===== config.mk =====
export PLATFORM = sky130hd
export DESIGN_NAME = etf_ctrl
export DESIGN_NICKNAME = d
export VERILOG_FILES = /design/src/design/etf_pkg.sv /design/src/design/etf_ctrl.sv
export SDC_FILE = /design/constraint.sdc
export NUM_CORES = 1
export LEC_CHECK = 0
export CORE_UTILIZATION = 35
export CTS_CLUSTER_SIZE = 14
export DETAILED_ROUTE_END_ITERATION = 10
export DONT_BUFFER_PORTS = 1
export SYNTH_ARGS = -nofsm -noshare
export SYNTH_HDL_FRONTEND = slang
export SYNTH_SLANG_ARGS = --single-unit

===== constraint.sdc =====
create_clock -name clk -period 1.6 [get_ports clk]
set_input_delay 0.32 -clock clk [delete_from_list [all_inputs] [get_ports clk]]
set_output_delay 0.32 -clock clk [all_outputs]
set_load 0.1 [all_outputs]

===== src/design/etf_pkg.sv =====
`timescale 1ns / 1ps
`default_nettype none
// ----------------------------------------------------------------------------
// etf_pkg
// Shared constants, item types, controller state and control/status structs
// for the escape-time fractal pixel evaluator.
// ----------------------------------------------------------------------------
package etf_pkg;

	// image geometry, both sizes are powers of two
	localparam int IMAGE_WIDTH    = 1024;
	localparam int IMAGE_HEIGHT   = 1024;
	localparam int MAX_ITER_LIMIT = 4096;

	// field widths
	localparam int PIX_W    = 10;
	localparam int COORD_W  = 32;
	localparam int ZOOM_W   = 31;
	localparam int COUNT_W  = 13;
	localparam int COLOR_W  = 24;
	localparam int CFG_IDX_W = 3;

	// fixed point
	localparam int FRAC_BITS = 28;
	localparam int PROD_W    = 2 * COORD_W;

	// color scaling
	localparam logic [COLOR_W-1:0] COLOR_MAX = '1;
	localparam int NUM_W      = COUNT_W + COLOR_W;
	localparam int DIV_CNT_W  = $clog2(NUM_W);
	localparam int LIMIT_MIN  = 2;

	// input item
	typedef struct packed {
		logic [PIX_W-1:0] pixel_x;
		logic [PIX_W-1:0] pixel_y;
	} etf_pixel_t;

	// result item
	typedef struct packed {
		logic [COLOR_W-1:0] pixel_color;
		logic [COUNT_W-1:0] iteration_count;
	} etf_result_t;

	// configuration register indexes
	typedef enum logic [CFG_IDX_W-1:0] {
		REG_JULIA_MODE   = 3'd0,
		REG_CENTER_REAL  = 3'd1,
		REG_CENTER_IMAG  = 3'd2,
		REG_ZOOM_SCALE   = 3'd3,
		REG_JULIA_C_REAL = 3'd4,
		REG_JULIA_C_IMAG = 3'd5,
		REG_ITER_LIMIT   = 3'd6
	} etf_reg_t;

	// controller states
	typedef enum logic [2:0] {
		ST_IDLE,
		ST_MAP,
		ST_INIT,
		ST_MUL,
		ST_UPD,
		ST_SCALE,
		ST_DIV,
		ST_DONE
	} etf_state_t;

	// controller to datapath commands
	typedef struct packed {
		logic load;
		logic map;
		logic init;
		logic mul;
		logic upd;
		logic scale;
		logic div_step;
	} etf_cmd_t;

	// datapath to controller status
	typedef struct packed {
		logic iter_done;
	} etf_stat_t;

endpackage : etf_pkg
`default_nettype wire


===== src/design/etf_ctrl.sv =====
`timescale 1ns / 1ps
`default_nettype none
// ----------------------------------------------------------------------------
// etf_ctrl
// Controller: sequences mapping, the iteration loop, color scaling and the
// serial divide, and raises the result strobe.
// ----------------------------------------------------------------------------
module etf_ctrl (
	input  wire logic                clk,
	input  wire logic                arst_n,
	input  wire logic                start,
	input  wire etf_pkg::etf_stat_t  stat,
	output etf_pkg::etf_cmd_t        cmd,
	output logic                     busy,
	output logic                     done
);
	import etf_pkg::*;

	etf_state_t           state_q;
	etf_state_t           state_d;
	logic [DIV_CNT_W-1:0] div_cnt_q;
	logic                 div_last;

	assign div_last = div_cnt_q == DIV_CNT_W'(NUM_W - 1);

	// state register and divide step counter
	always_ff @(posedge clk or negedge arst_n) begin
		if (!arst_n) begin
			state_q   <= ST_IDLE;
			div_cnt_q <= '0;
		end else begin
			state_q <= state_d;
			if (state_q == ST_SCALE) begin
				div_cnt_q <= '0;
			end else if (state_q == ST_DIV) begin
				div_cnt_q <= div_cnt_q + DIV_CNT_W'(1);
			end
		end
	end

	// next state
	always_comb begin
		state_d = state_q;
		unique case (state_q)
			ST_IDLE:  if (start) state_d = ST_MAP;
			ST_MAP:   state_d = ST_INIT;
			ST_INIT:  state_d = ST_MUL;
			ST_MUL:   state_d = ST_UPD;
			ST_UPD:   state_d = stat.iter_done ? ST_SCALE : ST_MUL;
			ST_SCALE: state_d = ST_DIV;
			ST_DIV:   if (div_last) state_d = ST_DONE;
			ST_DONE:  state_d = ST_IDLE;
			default:  state_d = ST_IDLE;
		endcase
	end

	// commands and status
	always_comb begin
		cmd  = '0;
		busy = 1'b1;
		done = 1'b0;
		unique case (state_q)
			ST_IDLE: begin
				busy     = 1'b0;
				cmd.load = start;
			end
			ST_MAP:   cmd.map      = 1'b1;
			ST_INIT:  cmd.init     = 1'b1;
			ST_MUL:   cmd.mul      = 1'b1;
			ST_UPD:   cmd.upd      = 1'b1;
			ST_SCALE: cmd.scale    = 1'b1;
			ST_DIV:   cmd.div_step = 1'b1;
			ST_DONE:  done         = 1'b1;
			default:  busy         = 1'b1;
		endcase
	end

endmodule : etf_ctrl
`default_nettype wire


# Word-level counts from Yosys, hierarchy flattened
# Index checks and enable logic that the tools add are counted.
# classes
n_shift	0
n_reduce_logical	3
bitwise	0
muxes	15
n_mul	0
eq_ne	10
div_mod_pow	0
magnitude_cmp	0
addsub	1
# ops
op	n
$pmux W3 S8	1
$eq A3 B3 Y1 const B	4
$mux W6	2
$mux W1	9
$mux W3	3
$add A6 B1 Y6 const B	1
$eq A3 B2 Y1 const B	2
$eq A6 B6 Y1 const B	1
$ne A2 B2 Y1 const B	2
$eq A3 B1 Y1 const B	1
$logic_not A3 Y1	1
$reduce_and A2 Y1	1
$reduce_bool A2 Y1	1
# totals
inputBits	4
ramBits	0
out_inout_bits	9
wordCells	31
ff_bits	9
rom_bits	0
latchBits	0
n_memories	0

# Longest topological paths before layout
# depth
depth_word	3
ltp_mapped	4
mapped_depth_nobuf	4

# Worst setup path after synthesis
# OpenSTA, ideal clock, no wires.
# synth_timing
path_kind	register to output
from	reg state_q[2]
to	out cmd[5] in the netlist's numbering
slack_ns	-1.501
required_time_ns	1.280
t_arrival_ns	2.781
stages_incl_launch_ff	3
n_path_buf	1
cell_sequence	dfrtp_1 buf_4 nor3b_1
# synth_rtl
item	line	rtl
from (decl)	etf_ctrl.sv:19	etf_state_t state_q;
from (signal assigned)	etf_ctrl.sv:32	state_q <= state_d;
to (decl)	etf_ctrl.sv:13	output etf_pkg::etf_cmd_t cmd,

==> impl_metrics.csv <==
group,metric,value,unit
run_status,status,"complete, but fails checks",
run_status,violations,"negative setup slack",
route,routedWlPerCell,13.7,µm
clock_network,cts_sinks,9,
route,drt_wl_total,1250,µm
synthesis,ys_types,26,
route,post_drt_via_cell_ratio,5.05,
timing,hold-worst-slack,298,ps
critical_path,crit_chain,"or3_4 > nor2_4 > buf_12",
grt,track_usage,15.8,%
clock_network,clock_tree.htree_level_count,1,
placement,place_hpwl,902,µm
placement,routability_cong,0.757,
floorplanning,die_w,41.5,µm
route,firstDrtPassIters,3,
timing,worst_clock_skew,1.72,ps
clock_network,cts-root-buf,"sky130_fd_sc_hd__clkbuf_4",
critical_path,cp_slowest_stage_delay,430,ps
finish,final_cell_mix,"sky130_fd_sc_hd__dfrtp_1 (8), sky130_fd_sc_hd__buf_12 (8), sky130_fd_sc_hd__nand2_1 (7), sky130_fd_sc_hd__buf_4 (7), sky130_fd_sc_hd__inv_1 (5)",
synthesis,synth_top_cell_area_share,41.2,%
placement,io_buffer_count,0,
finish,flow.area_growth_from_synthesis,58.8,%
finish,final_util,62.8,%
floorplanning,rows,13,
floorplanning,io_pins,13,
synthesis,netlist_area,547,µm²
route,dr_total_vias,460,
finish,final_layout_size_suffix_gt1_share,42.1,%
synthesis,synth_top_cell_by_area,"sky130_fd_sc_hd__dfrtp_1",
critical_path,crit_path_max_fanout,5,
timing,period_share,106,%
finish,final_area,868,µm²
grt,grt.met2_usage,26.6,%
synthesis,synth.yosys.seq_area_share,41.2,%
critical_path,timing.critical_path.arrival,1380,ps
route,route.antenna.remaining_nets,0,
grt,grt_use_met1,19.0,%
grt,via_count_of_the_first_global_routing_pass,492,
timing,report.final.setup_viol,5,
timing,slew_headroom,73.2,%
timing,worst_pin_slew,401,ps
timing,grt_setup_unrepaired,"true",
critical_path,worst_setup_path_start_kind,"flip-flop",
critical_path,critical_path_required,1280,ps
synthesis,syn-mean-instance-area,9.59,µm²
placement,post_dp_cell_area,797,µm²
critical_path,cp_slowest_cell,"sky130_fd_sc_hd__dfrtp_2",
synthesis,synth_fp_nets,63,
timing,finalWorstSetupSlack,-103,ps
grt,groute.layer.met3.usage,1.74,%
floorplanning,floorplan_die_height,41.5,µm
hold_path,hp-class,"in -> reg",
clock_network,clockBufferDepth,2,
floorplanning,fp.dieArea,1720,µm²
grt,grt_remaining_overflow,0,
grt,layer_carrying_the_most_global_route_usage,"met2",
critical_path,cp_num_buf_inv,1,
clock_network,clock_latency,260,ps
critical_path,worstSetupPathType,"reg -> out",
route,drcViolationCount,0,
grt,global_route_wire_length_before_repair,2060,µm
floorplanning,floorplan.initialDensity,39.5,%
finish,antenna_cells,0,
timing,timing.final.hold_violations,0,
timing,report.final.slew_viol_count,0,
synthesis,synth_warnings,0,
critical_path,cpLargestDelayFamily,"simple AND/OR/NAND/NOR gates",
clock_network,cts-buffers-inserted,3,
finish,fill_cell_instance_count_of_the_final_layout,110,
grt,grt_start_max_net_pins,13,
grt,initial_antenna_violation_count,0,
route,drtIter0Drc,9,
finish,finalNetCount,83,
synthesis,ys_top_cells_by_area,"sky130_fd_sc_hd__dfrtp_1 (41%), sky130_fd_sc_hd__mux2i_1 (7.3%), sky130_fd_sc_hd__nand2_1 (4.8%), sky130_fd_sc_hd__ha_1 (4.6%), sky130_fd_sc_hd__inv_1 (4.1%)",
critical_path,timing.critical_path.to_type,"output port",
clock_network,worst_setup_hold_path_clk_slew,60,ps
timing,max_freq,587,MHz
clock_network,cts_tree,"built",
job,maxCapViolations,0,
timing,final_period_minus_worst_setup_slack,1700,ps
floorplanning,core-area,1380,µm²
synthesis,postSynthCellCount,57,
synthesis,synth.ff_latch_count,9,
[cell type report]
| class | count | area (µm²) | share of cell area, % |
|---|---|---|---|
| clock buffer | 4 | 26.3 | 3.03 |
| inverter | 7 | 35.0 | 4.03 |
| multi-input combinational | 38 | 317 | 36.5 |
| sequential | 9 | 226 | 26.1 |
| tap | 15 | 18.8 | 2.16 |
| timing repair buffer | 18 | 245 | 28.2 |
[layer usage]
metal | vias to the layer above | part of all wire [%] | wire length [µm]
met4 | 0 | 0.96 | 12
met3 | 2 | 2.6 | 33
met2 | 8 | 54 | 670
met1 | 215 | 43 | 531
met5 | - | 0 | 0
li1 | 235 | - | -
[sequential cells by signal, summed over array words and instances (netlist names)]
register,cells
state_q,3
div_cnt_q,6
[cell usage after synthesis, drive strengths merged]
master and instances:
a211oi 2, nor3 2, nand2 7, inv 6
nand4 3, nand3b 2, mux2i 4, clkinv 1
a311oi 1, a21oi 1, buf 3, and3 2
dfrtp 9, or3 1, nor3b 3, nor2 3
ha 2, nand3 2, o31ai 1, o21ai 2
[logic make-up after synthesis]
family | count (synthesis) | share of synthesized area (%)
simple gates | 25 | 29.1
buf+inv | 10 | 9.38
flops | 9 | 41.2
compound gates | 7 | 8.47
mux | 4 | 7.32
fa+ha+maj | 2 | 4.58
[per-stage QoR]
step           setup slack [ps]  setup TNS [ps]  instances
3_5_place_dp                148               0         83
2_1_floorplan              -348            -779         57
5_1_grt                    -151            -580         91
4_1_cts                   -99.4            -219         90
6_report                   -103            -233         91
3_3_place_gp                168               0         83
[repair_timing]
action                                  in CTS  in global routing
pin swaps                                    3                  0
hold buffers                                 1                  0
resized for setup                            4                  0
buffers inserted                             2                  1
endpoints found under the setup margin       9                  9
endpoints found under the hold margin        9                  0
[final timing paths]
| path | from | cells after the start | endpoint | slack, ps |
|---|---|---|---|---|
| hold reg to reg | div_cnt_q[5] | 1 | div_cnt_q[5] | 480 |
| max in group asynchronous | arst_n | 1 | state_q[1] | 870 |
| setup / recovery | state_q[1] | 3 | cmd[6] | -100 |
| min in group asynchronous | arst_n | 1 | state_q[0] | 420 |
| setup reg to reg | state_q[0] | 6 | div_cnt_q[3] | 270 |
| hold / removal | stat | 3 | state_q[1] | 300 |
[worst register-to-register path: cells and delay by family (launching register included)]
kind	cells	cell delay, ps
flip-flops	1	400
buffers and inverters	3	360
AND/OR/NAND/NOR	2	310
multiplexers	1	140
Power is not shown: default switching activity piles up to over one toggle a cycle in this logic, so the estimate is an artifact.
